**src/design/mexp_pkg.sv**
```systemverilog
// Shared constants and control types for the modular exponentiation unit.
package mexp_pkg;

   localparam int BASE_WIDTH     = 64;
   localparam int CNT_WIDTH      = $clog2(BASE_WIDTH);
   localparam int CSR_ADDR_WIDTH = 3;
   localparam int CSR_DATA_WIDTH = 32;
   localparam int CSR_IDX_WIDTH  = CSR_ADDR_WIDTH - 2;

   localparam logic [CSR_IDX_WIDTH-1:0] REG_MODULUS = 1'b0;
   localparam logic [30:0] MODULUS_RESET = 31'd1000000007;

   typedef struct packed {
      logic load;
      logic red_step;
      logic red_fix;
      logic mul_start;
      logic mul_step;
      logic mul_commit;
      logic out_load;
   } cmd_type;

   typedef struct packed {
      logic exp_zero;
   } status_type;

endpackage

```
**src/design/mexp_req_if.sv**
```systemverilog
// Request channel interface: request type, signed base and exponent.
interface mexp_req_if
   import mexp_pkg::*;
#(
   parameter int EXP_WIDTH = 63
);
   logic                         valid;
   logic                         ready;
   logic                         req_type;
   logic signed [BASE_WIDTH-1:0] base;
   logic [EXP_WIDTH-1:0]         exponent;

   modport source (output valid, req_type, base, exponent, input ready);
   modport sink (input valid, req_type, base, exponent, output ready);
endinterface

```
**src/design/mexp_rsp_if.sv**
```systemverilog
// Response channel interface: the residue result.
interface mexp_rsp_if #(
   parameter int MOD_WIDTH = 31
);
   logic                 valid;
   logic                 ready;
   logic [MOD_WIDTH-1:0] result;

   modport source (output valid, result, input ready);
   modport sink (input valid, result, output ready);
endinterface

```
**src/design/mexp_datapath.sv**
```systemverilog
// Datapath: base reduction divider, two serial modular multipliers and exponent register.
module mexp_datapath
   import mexp_pkg::*;
#(
   parameter int MOD_WIDTH = 31,
   parameter int EXP_WIDTH = 63
) (
   input  logic                         clock,
   input  logic [MOD_WIDTH-1:0]         modulus,
   input  logic                         req_type,
   input  logic signed [BASE_WIDTH-1:0] base,
   input  logic [EXP_WIDTH-1:0]         exponent,
   input  cmd_type                      cmd,
   output status_type                   stat,
   output logic [MOD_WIDTH-1:0]         result
);

   localparam int EW = (EXP_WIDTH > MOD_WIDTH) ? EXP_WIDTH : MOD_WIDTH;

   logic [MOD_WIDTH-1:0]  m_ff, rem_ff, a_ff, res_ff, acc_r_ff, acc_a_ff;
   logic [MOD_WIDTH-1:0]  rb_ff, ab_ff, result_ff;
   logic [BASE_WIDTH-1:0] mag_ff;
   logic                  neg_ff;
   logic [EW-1:0]         exp_ff;

   logic [MOD_WIDTH-1:0]  m_eff, inv_exp, rem_in;
   logic [MOD_WIDTH:0]    trial;

   // One step of interleaved modular multiplication: acc = 2*acc + bit*addend mod m.
   function automatic logic [MOD_WIDTH-1:0] horner_step(input logic [MOD_WIDTH-1:0] acc,
                                                         input logic [MOD_WIDTH-1:0] addend,
                                                         input logic [MOD_WIDTH-1:0] m,
                                                         input logic bit_in);
      logic [MOD_WIDTH:0]   dbl;
      logic [MOD_WIDTH:0]   sum;
      logic [MOD_WIDTH-1:0] red;
      dbl = {acc, 1'b0};
      red = (dbl >= {1'b0, m}) ? MOD_WIDTH'(dbl - {1'b0, m}) : MOD_WIDTH'(dbl);
      sum = {1'b0, red} + (bit_in ? {1'b0, addend} : '0);
      return (sum >= {1'b0, m}) ? MOD_WIDTH'(sum - {1'b0, m}) : MOD_WIDTH'(sum);
   endfunction

   // A zero modulus behaves as a modulus of one.
   assign m_eff   = (modulus == '0) ? MOD_WIDTH'(1) : modulus;
   assign inv_exp = (m_eff >= MOD_WIDTH'(3)) ? (m_eff - MOD_WIDTH'(2)) : '0;

   assign trial  = {rem_ff, mag_ff[BASE_WIDTH-1]};
   assign rem_in = (trial >= {1'b0, m_ff}) ? MOD_WIDTH'(trial - {1'b0, m_ff})
                                           : MOD_WIDTH'(trial);

   always_ff @(posedge clock) begin
      if (cmd.load) begin
         m_ff   <= m_eff;
         neg_ff <= base[BASE_WIDTH-1];
         mag_ff <= base[BASE_WIDTH-1] ? (~base + 1'b1) : base;
         rem_ff <= '0;
         res_ff <= MOD_WIDTH'(1);
         exp_ff <= req_type ? EW'(inv_exp) : EW'(exponent);
      end
      if (cmd.red_step) begin
         rem_ff <= rem_in;
         mag_ff <= {mag_ff[BASE_WIDTH-2:0], 1'b0};
      end
      if (cmd.red_fix) begin
         a_ff <= (neg_ff && rem_ff != '0) ? (m_ff - rem_ff) : rem_ff;
      end
      if (cmd.mul_start) begin
         acc_r_ff <= '0;
         acc_a_ff <= '0;
         rb_ff    <= res_ff;
         ab_ff    <= a_ff;
      end
      if (cmd.mul_step) begin
         acc_r_ff <= horner_step(acc_r_ff, a_ff, m_ff, rb_ff[MOD_WIDTH-1]);
         acc_a_ff <= horner_step(acc_a_ff, a_ff, m_ff, ab_ff[MOD_WIDTH-1]);
         rb_ff    <= {rb_ff[MOD_WIDTH-2:0], 1'b0};
         ab_ff    <= {ab_ff[MOD_WIDTH-2:0], 1'b0};
      end
      if (cmd.mul_commit) begin
         if (exp_ff[0]) begin
            res_ff <= acc_r_ff;
         end
         a_ff   <= acc_a_ff;
         exp_ff <= exp_ff >> 1;
      end
      if (cmd.out_load) begin
         result_ff <= res_ff;
      end
   end

   assign stat.exp_zero = (exp_ff == '0);
   assign result        = result_ff;

endmodule

```
**src/design/mexp_controller.sv**
```systemverilog
// Controller: sequences reduction, multiply rounds and result hand-over.
module mexp_controller
   import mexp_pkg::*;
#(
   parameter int MOD_WIDTH = 31
) (
   input  logic       clock,
   input  logic       reset,
   input  logic       req_valid,
   output logic       req_ready,
   output logic       rsp_valid,
   input  logic       rsp_ready,
   output cmd_type    cmd,
   input  status_type stat
);

   localparam logic [2:0] ST_IDLE   = 3'd0;
   localparam logic [2:0] ST_REDUCE = 3'd1;
   localparam logic [2:0] ST_FIX    = 3'd2;
   localparam logic [2:0] ST_CHECK  = 3'd3;
   localparam logic [2:0] ST_MULT   = 3'd4;
   localparam logic [2:0] ST_COMMIT = 3'd5;
   localparam logic [2:0] ST_FINISH = 3'd6;

   logic [2:0]           state_ff, state_in;
   logic [CNT_WIDTH-1:0] cnt_ff, cnt_in;
   logic                 out_valid_ff, out_valid_in;
   logic                 out_free;

   assign out_free  = !out_valid_ff || rsp_ready;
   assign req_ready = (state_ff == ST_IDLE);
   assign rsp_valid = out_valid_ff;

   always_comb begin
      state_in = state_ff;
      cnt_in   = cnt_ff;
      cmd      = '0;
      unique case (state_ff)
         ST_IDLE: begin
            if (req_valid) begin
               cmd.load = 1'b1;
               cnt_in   = CNT_WIDTH'(BASE_WIDTH - 1);
               state_in = ST_REDUCE;
            end
         end
         ST_REDUCE: begin
            cmd.red_step = 1'b1;
            cnt_in       = cnt_ff - 1'b1;
            if (cnt_ff == '0) begin
               state_in = ST_FIX;
            end
         end
         ST_FIX: begin
            cmd.red_fix = 1'b1;
            state_in    = ST_CHECK;
         end
         ST_CHECK: begin
            if (stat.exp_zero) begin
               state_in = ST_FINISH;
            end else begin
               cmd.mul_start = 1'b1;
               cnt_in        = CNT_WIDTH'(MOD_WIDTH - 1);
               state_in      = ST_MULT;
            end
         end
         ST_MULT: begin
            cmd.mul_step = 1'b1;
            cnt_in       = cnt_ff - 1'b1;
            if (cnt_ff == '0) begin
               state_in = ST_COMMIT;
            end
         end
         ST_COMMIT: begin
            cmd.mul_commit = 1'b1;
            state_in       = ST_CHECK;
         end
         ST_FINISH: begin
            if (out_free) begin
               cmd.out_load = 1'b1;
               state_in     = ST_IDLE;
            end
         end
         default: begin
            state_in = ST_IDLE;
         end
      endcase
   end

   assign out_valid_in = cmd.out_load ? 1'b1 : (rsp_ready ? 1'b0 : out_valid_ff);

   always_ff @(posedge clock) begin
      if (reset) begin
         state_ff     <= ST_IDLE;
         cnt_ff       <= '0;
         out_valid_ff <= 1'b0;
      end else begin
         state_ff     <= state_in;
         cnt_ff       <= cnt_in;
         out_valid_ff <= out_valid_in;
      end
   end

endmodule

```
**src/design/modular_exponentiation_unit.sv**
```systemverilog
// Top level: modulus register, controller and datapath of the modular exponentiation unit.
//
//   Channel   Direction  Handshake          Payload
//   req_ch    in         valid/ready        req_type, base, exponent
//   rsp_ch    out        valid/ready        result
//   csr_*     in/out     APB, pready high   modulus at byte address 0
//
// A request is taken only when the unit is idle. It then reduces the base one quotient bit a
// cycle and fixes up the sign of the residue. For each significant exponent bit it runs a check,
// a round of the bit-serial modular multipliers and a commit; a final check and the hand-over of
// the result end the request.
// The result register lets the next request start while the previous response waits.
// Reset is synchronous and restores the modulus to 1000000007; a stalled response holds.
module modular_exponentiation_unit
   import mexp_pkg::*;
#(
   parameter int MOD_WIDTH = 31,
   parameter int EXP_WIDTH = 63
) (
   input  logic                      clock,
   input  logic                      reset,
   mexp_req_if.sink                  req_ch,
   mexp_rsp_if.source                rsp_ch,
   input  logic                      csr_psel,
   input  logic                      csr_penable,
   input  logic                      csr_pwrite,
   input  logic [CSR_ADDR_WIDTH-1:0] csr_paddr,
   input  logic [CSR_DATA_WIDTH-1:0] csr_pwdata,
   output logic [CSR_DATA_WIDTH-1:0] csr_prdata,
   output logic                      csr_pready
);

   logic [MOD_WIDTH-1:0]     modulus_ff, modulus_in;
   logic [CSR_IDX_WIDTH-1:0] csr_index;
   logic                     csr_write;
   cmd_type                  cmd;
   status_type               stat;

   assign csr_pready = 1'b1;
   assign csr_index  = csr_paddr[CSR_ADDR_WIDTH-1:2];
   assign csr_write  = csr_psel && csr_penable && csr_pwrite && csr_pready;
   assign modulus_in = (csr_write && csr_index == REG_MODULUS)
                       ? csr_pwdata[MOD_WIDTH-1:0] : modulus_ff;
   assign csr_prdata = (csr_index == REG_MODULUS) ? CSR_DATA_WIDTH'(modulus_ff) : '0;

   always_ff @(posedge clock) begin
      if (reset) begin
         modulus_ff <= MODULUS_RESET[MOD_WIDTH-1:0];
      end else begin
         modulus_ff <= modulus_in;
      end
   end

   mexp_controller #(
      .MOD_WIDTH (MOD_WIDTH)
   ) u_controller (
      .clock     (clock),
      .reset     (reset),
      .req_valid (req_ch.valid),
      .req_ready (req_ch.ready),
      .rsp_valid (rsp_ch.valid),
      .rsp_ready (rsp_ch.ready),
      .cmd       (cmd),
      .stat      (stat)
   );

   mexp_datapath #(
      .MOD_WIDTH (MOD_WIDTH),
      .EXP_WIDTH (EXP_WIDTH)
   ) u_datapath (
      .clock    (clock),
      .modulus  (modulus_ff),
      .req_type (req_ch.req_type),
      .base     (req_ch.base),
      .exponent (req_ch.exponent),
      .cmd      (cmd),
      .stat     (stat),
      .result   (rsp_ch.result)
   );

endmodule
```
**src/flat_wrapper.sv**
```systemverilog
// flat-port wrapper written by rule: the top's interface ports become plain ports
module modular_exponentiation_unit_flat import mexp_pkg::*;
#(
   parameter int MOD_WIDTH = 31,
   parameter int EXP_WIDTH = 63
)
  (clock, reset, csr_psel, csr_penable, csr_pwrite, csr_paddr, csr_pwdata, csr_prdata, csr_pready, req_ch_valid, req_ch_req_type, req_ch_base, req_ch_exponent, req_ch_ready, rsp_ch_valid, rsp_ch_result, rsp_ch_ready);
  mexp_req_if #(.EXP_WIDTH(EXP_WIDTH)) req_ch_i ();
  mexp_rsp_if #(.MOD_WIDTH(MOD_WIDTH)) rsp_ch_i ();
  input  logic clock;
  input  logic reset;
  input  logic csr_psel;
  input  logic csr_penable;
  input  logic csr_pwrite;
  input  logic [CSR_ADDR_WIDTH-1:0] csr_paddr;
  input  logic [CSR_DATA_WIDTH-1:0] csr_pwdata;
  output logic [CSR_DATA_WIDTH-1:0] csr_prdata;
  output logic csr_pready;
  input wire logic [$bits(req_ch_i.valid)-1:0] req_ch_valid;
  input wire logic [$bits(req_ch_i.req_type)-1:0] req_ch_req_type;
  input wire logic [$bits(req_ch_i.base)-1:0] req_ch_base;
  input wire logic [$bits(req_ch_i.exponent)-1:0] req_ch_exponent;
  output wire logic [$bits(req_ch_i.ready)-1:0] req_ch_ready;
  output wire logic [$bits(rsp_ch_i.valid)-1:0] rsp_ch_valid;
  output wire logic [$bits(rsp_ch_i.result)-1:0] rsp_ch_result;
  input wire logic [$bits(rsp_ch_i.ready)-1:0] rsp_ch_ready;
  assign req_ch_i.valid = req_ch_valid;
  assign req_ch_i.req_type = req_ch_req_type;
  assign req_ch_i.base = req_ch_base;
  assign req_ch_i.exponent = req_ch_exponent;
  assign req_ch_ready = req_ch_i.ready;
  assign rsp_ch_valid = rsp_ch_i.valid;
  assign rsp_ch_result = rsp_ch_i.result;
  assign rsp_ch_i.ready = rsp_ch_ready;
  modular_exponentiation_unit #(.MOD_WIDTH(MOD_WIDTH), .EXP_WIDTH(EXP_WIDTH)) u_core (.clock(clock), .reset(reset), .req_ch(req_ch_i), .rsp_ch(rsp_ch_i), .csr_psel(csr_psel), .csr_penable(csr_penable), .csr_pwrite(csr_pwrite), .csr_paddr(csr_paddr), .csr_pwdata(csr_pwdata), .csr_prdata(csr_prdata), .csr_pready(csr_pready));
endmodule
```
**config.mk**
```make
export PLATFORM = sky130hd
export DESIGN_NAME = modular_exponentiation_unit_flat
export DESIGN_NICKNAME = d
export VERILOG_FILES = /design/src/design/mexp_pkg.sv /design/src/design/mexp_req_if.sv /design/src/design/mexp_rsp_if.sv /design/src/design/mexp_datapath.sv /design/src/design/mexp_controller.sv /design/src/design/modular_exponentiation_unit.sv /design/src/flat_wrapper.sv
export SDC_FILE = /design/constraint.sdc
export NUM_CORES = 1
export LEC_CHECK = 0
export BUFFER_PORTS_ARGS = -buffer_cell sky130_fd_sc_hd__buf_2
export CAP_MARGIN = 10
export CORE_MARGIN = 3
export CORE_UTILIZATION = 45
export DETAILED_ROUTE_END_ITERATION = 10
export PLACE_DENSITY = 0.66
export SLEW_MARGIN = 20
export SYNTH_ARGS = -nofsm -noshare
export SYNTH_HDL_FRONTEND = slang
export SYNTH_SLANG_ARGS = --single-unit
```
**constraint.sdc**
```tcl
create_clock -name clock -period 15.7 [get_ports clock]
set_input_delay 0.785 -clock clock [delete_from_list [all_inputs] [get_ports clock]]
set_output_delay 0.785 -clock clock [all_outputs]
set_load 0.03 [all_outputs]
```
==> insert_results.sql, run 1 <==
INSERT INTO impl_metrics (metric_group, metric, value, unit) VALUES
('clock_network', 'clock_sinks', '448', ''),
('timing', 'slew_headroom', '24.16', '%'),
('route', 'number_of_nets_with_antenna_violations_after_routing', '0', ''),
('synth', 'ys_warn_count', '0', ''),
('clock_network', 'cts.clk_slew.worst_paths', '0.06', 'ns'),
('route', 'post-route-drc-count', '0', ''),
('clock_network', 'clk_path_buf_depth', '3', ''),
('floorplan', 'rows', '100', ''),
('critical_path', 'cp.required', '16.00', 'ns'),
('timing', 'worst_pin_slew', '1.109', 'ns'),
('global_routing', 'antenna_found_initial', '0', ''),
('synth', 'syn-num-nets', '4265', ''),
('critical_path', 'worstPathArrival', '10.32', 'ns'),
('timing', 'fin_skew', '0.05133', 'ns'),
('route', 'vias', '28880', ''),
('run', 'max_cap_viol_count', '0', ''),
('layout', 'layout.nets', '4383', ''),
('timing', 'max_clock_freq', '0.09983', 'GHz'),
('global_routing', 'grt_overflow_total', '0', ''),
('synth', 'syn_area_per_cell', '8.924', 'um2'),
('timing', 'number_of_hold_violations_in_the_final_report', '0', ''),
('power_and_ir_drop', 'p_leak', '15.61', 'nW'),
('timing', 'timing_max_transition_violations_final', '0', ''),
('critical_path', 'criticalPathCategory', 'flip-flop to flip-flop', ''),
('global_routing', 'grt_start_max_net_pins', '82', ''),
('critical_path', 'worst_setup_path_start_kind', 'flip-flop', ''),
('synth', 'synthFlopType', 'sky130_fd_sc_hd__edfxtp_1', ''),
('route', 'wl', '94230', 'um'),
('critical_path', 'critPathCaptureType', 'flip-flop', ''),
('floorplan', 'core_region_area', '74950', 'um2'),
('synth', 'leading_area_contributor_after_synthesis', 'sky130_fd_sc_hd__edfxtp_1', ''),
('global_routing', 'global_route.usage.total', '23.35', '%'),
('power_and_ir_drop', 'p_per_area', '105.9', 'nW/um2'),
('timing', 'timing.final.setup_violations', '0', ''),
('synth', 'post_synthesis_cell_count', '3836', ''),
('synth', 'synth_top_cells_by_area', 'sky130_fd_sc_hd__edfxtp_1, sky130_fd_sc_hd__ha_1, sky130_fd_sc_hd__nand2_1', ''),
('power_and_ir_drop', 'irDropWorstVdd', '0.08407', 'mV'),
('floorplan', 'io_pins', '236', ''),
('global_routing', 'grt_first_pass_wirelength', '148500', 'um'),
('clock_network', 'h-tree-depth', '2', ''),
('timing', 'final_min_period_over_clock_period', '63.80', '%'),
('floorplan', 'die_width', '281.8', 'um'),
('power_and_ir_drop', 'fin_total_pwr', '4.015', 'mW'),
('layout', 'layout.cells.most_common_list', 'sky130_fd_sc_hd__nand2_1, sky130_fd_sc_hd__edfxtp_1, sky130_fd_sc_hd__a21oi_1', ''),
('route', 'drt_iter0_markers', '2107', ''),
('synth', 'post_syn_area', '34230', 'um2'),
('synth', 'yosys_register_bits', '448', ''),
('worst_hold_path', 'worst_hold_path_type', 'input port to flip-flop', ''),
('timing', 'hold-worst-slack', '0.3655', 'ns'),
('critical_path', 'timing.critical_path.slowest_stage_cell', 'sky130_fd_sc_hd__o21ai_0', ''),
('status', 'outcome', 'finished, final reports clean', ''),
('synth', 'synth_top_cell_area_share', '32.63', '%'),
('clock_network', 'cts_tree', 'built', ''),
('floorplan', 'floorplan.die_area', '79420', 'um2'),
('synth', 'seq_area_frac_synth', '37.08', '%'),
('timing', 'finalCriticalPeriod', '10.02', 'ns'),
('global_routing', 'first_global_vias', '27425', ''),
('synth', 'synth_edf_count', '372', ''),
('synth', 'library_cells_used_by_synthesis', '89', ''),
('clock_network', 'post-cts-setup-buffers', '0', ''),
('placed_design', 'gp_routability_congestion', '0.9467', ''),
('critical_path', 'critical_path_buf_inv_count', '3', ''),
('floorplan', 'floorplan.initialDensity', '45.68', '%'),
('layout', 'drive_gt1_share', '11.43', '%'),
('layout', 'area.growth.synth_to_final', '10.77', '%'),
('critical_path', 'worst_path_largest_cell_delay', '0.73', 'ns'),
('route', 'detail_route.wl_per_cell', '18.97', 'um'),
('layout', 'antenna_cells_inserted', '0', ''),
('layout', 'most_frequent_standard_cell_in_the_layout_excluding_fill_and_tap_cells', 'sky130_fd_sc_hd__nand2_1', ''),
('synth', 'async_flop_share', '0', '%'),
('clock_network', 'clk_latency', '0.63', 'ns');
==> final timing paths <==
check	from	endpoint	slack, ns	cells past startpoint
min	csr_pwdata[27]	u_core.modulus_ff[27]	0.37	3
max reg2reg	u_core.u_datapath.m_ff[0]	u_core.u_datapath.acc_r_ff[5]	5.68	33
max	u_core.u_datapath.m_ff[0]	u_core.u_datapath.acc_r_ff[5]	5.68	33
min reg2reg	u_core.u_datapath.res_ff[25]	u_core.u_datapath.result[25]	0.46	0
==> worst register-to-register path, delay by kind of cell (launching register included) <==
family | cells | cell delay [ns]
simple gates | 9 | 2.00
buf+inv | 3 | 1.01
flops | 1 | 0.63
mux | 2 | 0.65
fa+ha+maj | 3 | 1.16
compound gates | 16 | 4.26
==> registers in the layout, summed over array words and instances, names as in the netlist <==
name                           cells
u_core.u_datapath.neg_ff           1
u_core.u_controller.cnt_ff         6
u_core.u_datapath.exp_ff          63
u_core.u_datapath.acc_r_ff        31
u_core.u_datapath.rem_ff          31
u_core.u_datapath.result          31
u_core.u_datapath.ab_ff           31
u_core.u_datapath.res_ff          31
u_core.modulus_ff                 31
u_core.u_controller.state_ff       3
u_core.u_datapath.mag_ff          64
u_core.u_datapath.m_ff            31
u_core.u_datapath.acc_a_ff        31
u_core.u_datapath.rb_ff           31
u_core.u_controller.rsp_valid      1
u_core.u_datapath.a_ff            31
==> through the flow <==
stage          cell area (um2)  std cells  util [%]  setup slack [ns]
6_report                 37920       4967     50.60             5.683
2_1_floorplan            34230       3836         -             5.418
4_1_cts                  37920       4967     50.59             5.766
5_1_grt                  37920       4967     50.60             5.001
3_3_place_gp             36110       4868     48.19             5.834
3_5_place_dp             36110       4868     48.19             5.830
==> cell type report <==
class,count,area (um2)
Fill cell,7051,37030
Multi-Input combinational cell,3045,20300
Clock inverter,32,345.3
Sequential cell,448,12690
Tap cell,969,1212
Clock buffer,67,1460
Timing Repair Buffer,257,1354
Inverter,149,559.3
==> routing by layer <==
metal  vias up  global-route usage, %  share of wire [%]
li1      14368                      -                  -
met1     13565                  32.58                 47
met2       803                  38.52                 45
met3       144                  2.476                5.2
met4         0                  6.636                2.9
met5         -                      0                  0
==> where the power goes <==
part | internal (mW) | total [mW] | switching [mW]
logic | 0.525 | 1.29 | 0.765
registers | 1.39 | 1.45 | 0.0605
clock network | 0.745 | 1.27 | 0.529
==> logic make-up after synthesis <==
| logic type | share of synthesized area, % |
|---|---|
| AO/OA/AOI/OAI | 20.93 |
| XOR/XNOR | 7.368 |
| adder cells (fa/ha/maj) | 9.642 |
| buffers and inverters | 3.944 |
| flip-flops | 37.08 |
| multiplexers | 2.599 |
| other | 0.02194 |
| AND/OR/NAND/NOR | 18.42 |
==> synth_stat cells, types with 36 or more instances <==
cell and count:
sky130_fd_sc_hd__xnor2_1 152, sky130_fd_sc_hd__nand3_1 82, sky130_fd_sc_hd__a21o_1 104, sky130_fd_sc_hd__nor3_1 64
sky130_fd_sc_hd__and2_1 80, sky130_fd_sc_hd__nor2b_1 57, sky130_fd_sc_hd__a21oi_1 324, sky130_fd_sc_hd__dfxtp_1 76
sky130_fd_sc_hd__o21a_1 36, sky130_fd_sc_hd__a22o_1 94, sky130_fd_sc_hd__edfxtp_1 372, sky130_fd_sc_hd__nand2_1 470
sky130_fd_sc_hd__mux2i_1 45, sky130_fd_sc_hd__xor2_1 136, sky130_fd_sc_hd__nand4_1 43, sky130_fd_sc_hd__ha_1 251
sky130_fd_sc_hd__nor4_1 42, sky130_fd_sc_hd__inv_1 148, sky130_fd_sc_hd__clkbuf_1 167, sky130_fd_sc_hd__mux2_2 39
sky130_fd_sc_hd__a211oi_1 42, sky130_fd_sc_hd__nor2_1 282, sky130_fd_sc_hd__o21ai_0 234
Note: power is estimated with default switching activity, not from simulation.
==> run 2: changes to the inputs <==
- ABC_AREA: unset -> 1
- PLACE_DENSITY: 0.66 -> 0.68
- clock period: 15.7 -> 9.1 ns (I/O delays scaled with it)
==> insert_results.sql, run 2 <==
INSERT INTO impl_metrics (metric_group, metric, value, unit) VALUES
('status', 'outcome', 'finished, final reports clean', ''),
('placed_design', 'gp_routability_congestion', '1.074', ''),
('global_routing', 'grt_overflow_total', '0', ''),
('timing', 'grt_setup_unrepaired', 'false', ''),
('power_and_ir_drop', 'portion_of_total_power_attributed_to_sequential_cells', '21.4', '%'),
('worst_hold_path', 'min_to', 'u_core.modulus_ff[24]', ''),
('synth', 'library_cells_used_by_synthesis', '61', ''),
('synth', 'leading_area_contributor_after_synthesis', 'sky130_fd_sc_hd__edfxtp_1', ''),
('route', 'post-route-drc-count', '0', ''),
('power_and_ir_drop', 'switchingPower', '7.813', 'mW'),
('power_and_ir_drop', 'p_per_area', '347.3', 'nW/um2'),
('power_and_ir_drop', 'p_leak', '20.18', 'nW'),
('critical_path', 'worstPathArrival', '8.27', 'ns'),
('global_routing', 'global_route.usage.total', '29.96', '%'),
('synth', 'syn-num-nets', '6188', ''),
('clock_network', 'post_cts_resized', '0', ''),
('placed_design', 'postPlaceCellArea', '41360', 'um2'),
('synth', 'syn_area_per_cell', '6.827', 'um2'),
('run', 'max_cap_viol_count', '0', ''),
('critical_path', 'rr_startpoint', 'u_core.u_datapath.m_ff[0]', ''),
('floorplan', 'die_width', '301.6', 'um'),
('global_routing', 'groute.layer.met1.usage', '41.09', '%'),
('critical_path', 'critPathCaptureType', 'flip-flop', ''),
('power_and_ir_drop', 'p_comb_share', '63.4', '%'),
('global_routing', 'antenna_found_initial', '2', ''),
('layout', 'top_flop_regs', 'u_core.u_datapath.mag_ff: 64 flops, u_core.u_datapath.exp_ff: 63 flops', ''),
('synth', 'seq_area_frac_synth', '32.28', '%'),
('route', 'number_of_nets_with_antenna_violations_after_routing', '0', ''),
('power_and_ir_drop', 'internal_power', '7.226', 'mW'),
('layout', 'layout.cells.most_common_list', 'sky130_fd_sc_hd__nand2_1, sky130_fd_sc_hd__inv_1, sky130_fd_sc_hd__nor2_1', ''),
('route', 'drt-vias-per-instance', '5.506', ''),
('placed_design', 'detailedPlacementHpwl', '109400', 'um'),
('synth', 'post_synthesis_cell_count', '5759', ''),
('synth', 'ys_warn_count', '0', ''),
('worst_hold_path', 'worst_hold_path.num_cells', '3', ''),
('layout', 'max_ffs_per_register', '64', ''),
('power_and_ir_drop', 'irDropWorstVdd', '0.1804', 'mV'),
('clock_network', 'clk_latency', '0.65', 'ns'),
('layout', 'layout.nets', '6332', ''),
('global_routing', 'grt_busiest_layer', 'met2', ''),
('timing', 'worst_pin_slew', '1.094', 'ns'),
('timing', 'fin_skew', '0.05556', 'ns'),
('layout', 'num-fill-cells', '8795', ''),
('critical_path', 'worst-r2r-cell-count', '32', ''),
('route', 'drt-pass1-iter-count', '8', ''),
('synth', 'async_flop_share', '0', '%'),
('layout', 'area.growth.synth_to_final', '10.16', '%'),
('floorplan', 'floorplan.die_area', '90950', 'um2'),
('synth', 'synth_top_cells_by_area', 'sky130_fd_sc_hd__edfxtp_1, sky130_fd_sc_hd__nand2_1, sky130_fd_sc_hd__inv_1', ''),
('timing', 'max_clock_freq', '0.1263', 'GHz'),
('global_routing', 'global_route.usage.met3', '3.484', '%'),
('clock_network', 'post-cts-setup-buffers', '0', ''),
('synth', 'yosys_register_bits', '448', ''),
('critical_path', 'critical_path_buf_inv_count', '3', ''),
('floorplan', 'rows', '107', ''),
('power_and_ir_drop', 'fin_total_pwr', '15.04', 'mW'),
('route', 'vias', '39068', ''),
('timing', 'totalNegativeSetupSlack', '0', 'ns'),
('worst_hold_path', 'worst_hold_path_type', 'input port to flip-flop', ''),
('power_and_ir_drop', 'power.share.switching', '51.95', '%'),
('critical_path', 'critPathTopFamily', 'simple AND/OR/NAND/NOR gates', ''),
('synth', 'post-synth-top-count-cell', 'sky130_fd_sc_hd__nand2_1', ''),
('critical_path', 'criticalPathCategory', 'flip-flop to flip-flop', ''),
('clock_network', 'clock_root_cell', 'sky130_fd_sc_hd__clkbuf_16', ''),
('power_and_ir_drop', 'part_of_the_total_power_dissipated_in_the_clock_network', '15.2', '%'),
('floorplan', 'io_pins', '236', ''),
('critical_path', 'crit_top_cell', 'sky130_fd_sc_hd__nand2_1', ''),
('critical_path', 'worst_path_largest_cell_delay', '0.62', 'ns'),
('synth', 'post_syn_area', '39310', 'um2'),
('critical_path', 'reg2reg_slack', '1.18', 'ns'),
('timing', 'finalCriticalPeriod', '7.920', 'ns'),
('route', 'detail_route.wl_per_cell', '19.69', 'um'),
('layout', 'drive_gt1_share', '7.413', '%'),
('critical_path', 'worst-path-max-fanout', '62', ''),
('clock_network', 'clk_path_buf_depth', '3', ''),
('critical_path', 'r2r_path_end', 'u_core.u_datapath.acc_a_ff[16]', ''),
('synth', 'synth_top_cell_area_share', '28.41', '%'),
('route', 'drt_iter0_markers', '3416', ''),
('worst_hold_path', 'timing.hold.worst.start', 'csr_pwdata[24]', ''),
('layout', 'most_frequent_standard_cell_in_the_layout_excluding_fill_and_tap_cells', 'sky130_fd_sc_hd__nand2_1', ''),
('layout', 'final_cell_area', '43310', 'um2'),
('synth', 'synth_edf_count', '372', ''),
('critical_path', 'worst_setup_path_start_kind', 'flip-flop', ''),
('floorplan', 'core_region_area', '85950', 'um2'),
('global_routing', 'first_global_vias', '36691', ''),
('clock_network', 'cts_tree', 'built', ''),
('placed_design', 'port-buffer-count', '230', ''),
('timing', 'hold-worst-slack', '0.03207', 'ns'),
('clock_network', 'cts_hold_buffers', '6', ''),
('clock_network', 'h-tree-depth', '2', ''),
('floorplan', 'floorplan.initialDensity', '45.74', '%'),
('floorplan', 'die_h', '301.6', 'um'),
('timing', 'timing_max_transition_violations_final', '0', ''),
('timing', 'number_of_hold_violations_in_the_final_report', '0', ''),
('timing', 'final_min_period_over_clock_period', '87.04', '%'),
('clock_network', 'cts.clk_slew.worst_paths', '0.06', 'ns'),
('synth', 'synth_top_cells_by_count', 'sky130_fd_sc_hd__nand2_1, sky130_fd_sc_hd__inv_1, sky130_fd_sc_hd__nor2_1', ''),
('layout', 'regMostFlops', 'u_core.u_datapath.mag_ff', ''),
('route', 'wl', '139700', 'um'),
('synth', 'synthFlopType', 'sky130_fd_sc_hd__edfxtp_1', ''),
('clock_network', 'clock_sinks', '448', ''),
('timing', 'slew_headroom', '27.10', '%'),
('critical_path', 'cp.required', '9.45', 'ns'),
('timing', 'timing.final.setup_violations', '0', ''),
('global_routing', 'grt_first_pass_wirelength', '211100', 'um'),
('clock_network', 'cts_buf_count', '54', ''),
('global_routing', 'grt_start_max_net_pins', '96', ''),
('global_routing', 'grt_use_met2', '47.31', '%'),
('critical_path', 'timing.critical_path.slowest_stage_cell', 'sky130_fd_sc_hd__edfxtp_1', '');
-- run 2: per-layer routing --
layer	share of wire [%]	wire length (um)
met3	7.8	10920
met4	5.3	7360
met5	0.0064	9
met1	43	60410
met2	44	61010
-- run 2: layout make-up --
type                       count  area, um2  share of cell area, %
tap                         1144       1431                  3.305
clock inverter                32      405.4                 0.9360
clock buffer                  70       1461                  3.374
multi-input combinational   4269      22570                  52.11
inverter                     850       3191                  7.367
timing repair buffer         280       1554                  3.588
sequential                   448      12690                  29.31
antenna                        3      7.507                0.01733
-- run 2: cell families (layout without fill, tap and decap cells) --
kind of cell	count (synthesis)	in the layout	synth area share [%]
and+or+nand+nor	2691	2691	28.73
AOI/OAI and AO/OA	1109	1109	15.43
buffers and inverters	1042	1232	10.50
DFF	448	448	32.28
adders and majority gates	259	259	8.396
xor gates and xnor gates	208	208	4.634
other	2	5	0.01910
-- run 2: tightest hold or removal path, cell delays in order --
cell	delay [ns]
sky130_fd_sc_hd__buf_2	0.08
sky130_fd_sc_hd__nand2_1	0.05
sky130_fd_sc_hd__o211ai_1	0.06
-- run 2: worst max path at each step --
stage          depth (start not counted)                       start  slack (ns)                        endpoint
5_1_grt                               37   u_core.u_datapath.m_ff[0]        0.78  u_core.u_datapath.acc_r_ff[18]
6_report                              32   u_core.u_datapath.m_ff[0]        1.18  u_core.u_datapath.acc_a_ff[16]
4_1_cts                               32   u_core.u_datapath.m_ff[0]        1.46  u_core.u_datapath.acc_a_ff[15]
2_1_floorplan                         36   u_core.u_datapath.m_ff[1]        3.72  u_core.u_datapath.acc_a_ff[11]
3_3_place_gp                          37  u_core.u_datapath.m_ff[26]        1.55  u_core.u_datapath.acc_r_ff[18]
3_5_place_dp                          37   u_core.u_datapath.m_ff[0]        1.53  u_core.u_datapath.acc_r_ff[18]
-- run 2: power groups by stage --
| stage | clock (mW) | combinational [mW] | sequential (mW) |
|---|---|---|---|
| finish | 2.29 | 9.53 | 3.22 |
| global route | 2.39 | 10.6 | 3.25 |
| CTS | 2.32 | 9.34 | 3.21 |
| detailed placement | 0 | 9.29 | 3.25 |
| global placement | 0 | 9.24 | 3.24 |
| floorplan | 0 | 6.90 | 3.10 |
-- run 2: stage by stage --
step | utilization, % | setup WS [ns] | instances
final | 50.39 | 1.180 | 7096
after global routing | 50.38 | 0.7839 | 7093
after CTS | 50.37 | 1.460 | 7093
after detailed placement | 48.13 | 1.530 | 6985
after global placement | 48.10 | 1.554 | 6984
after floorplan | - | 3.724 | 5759
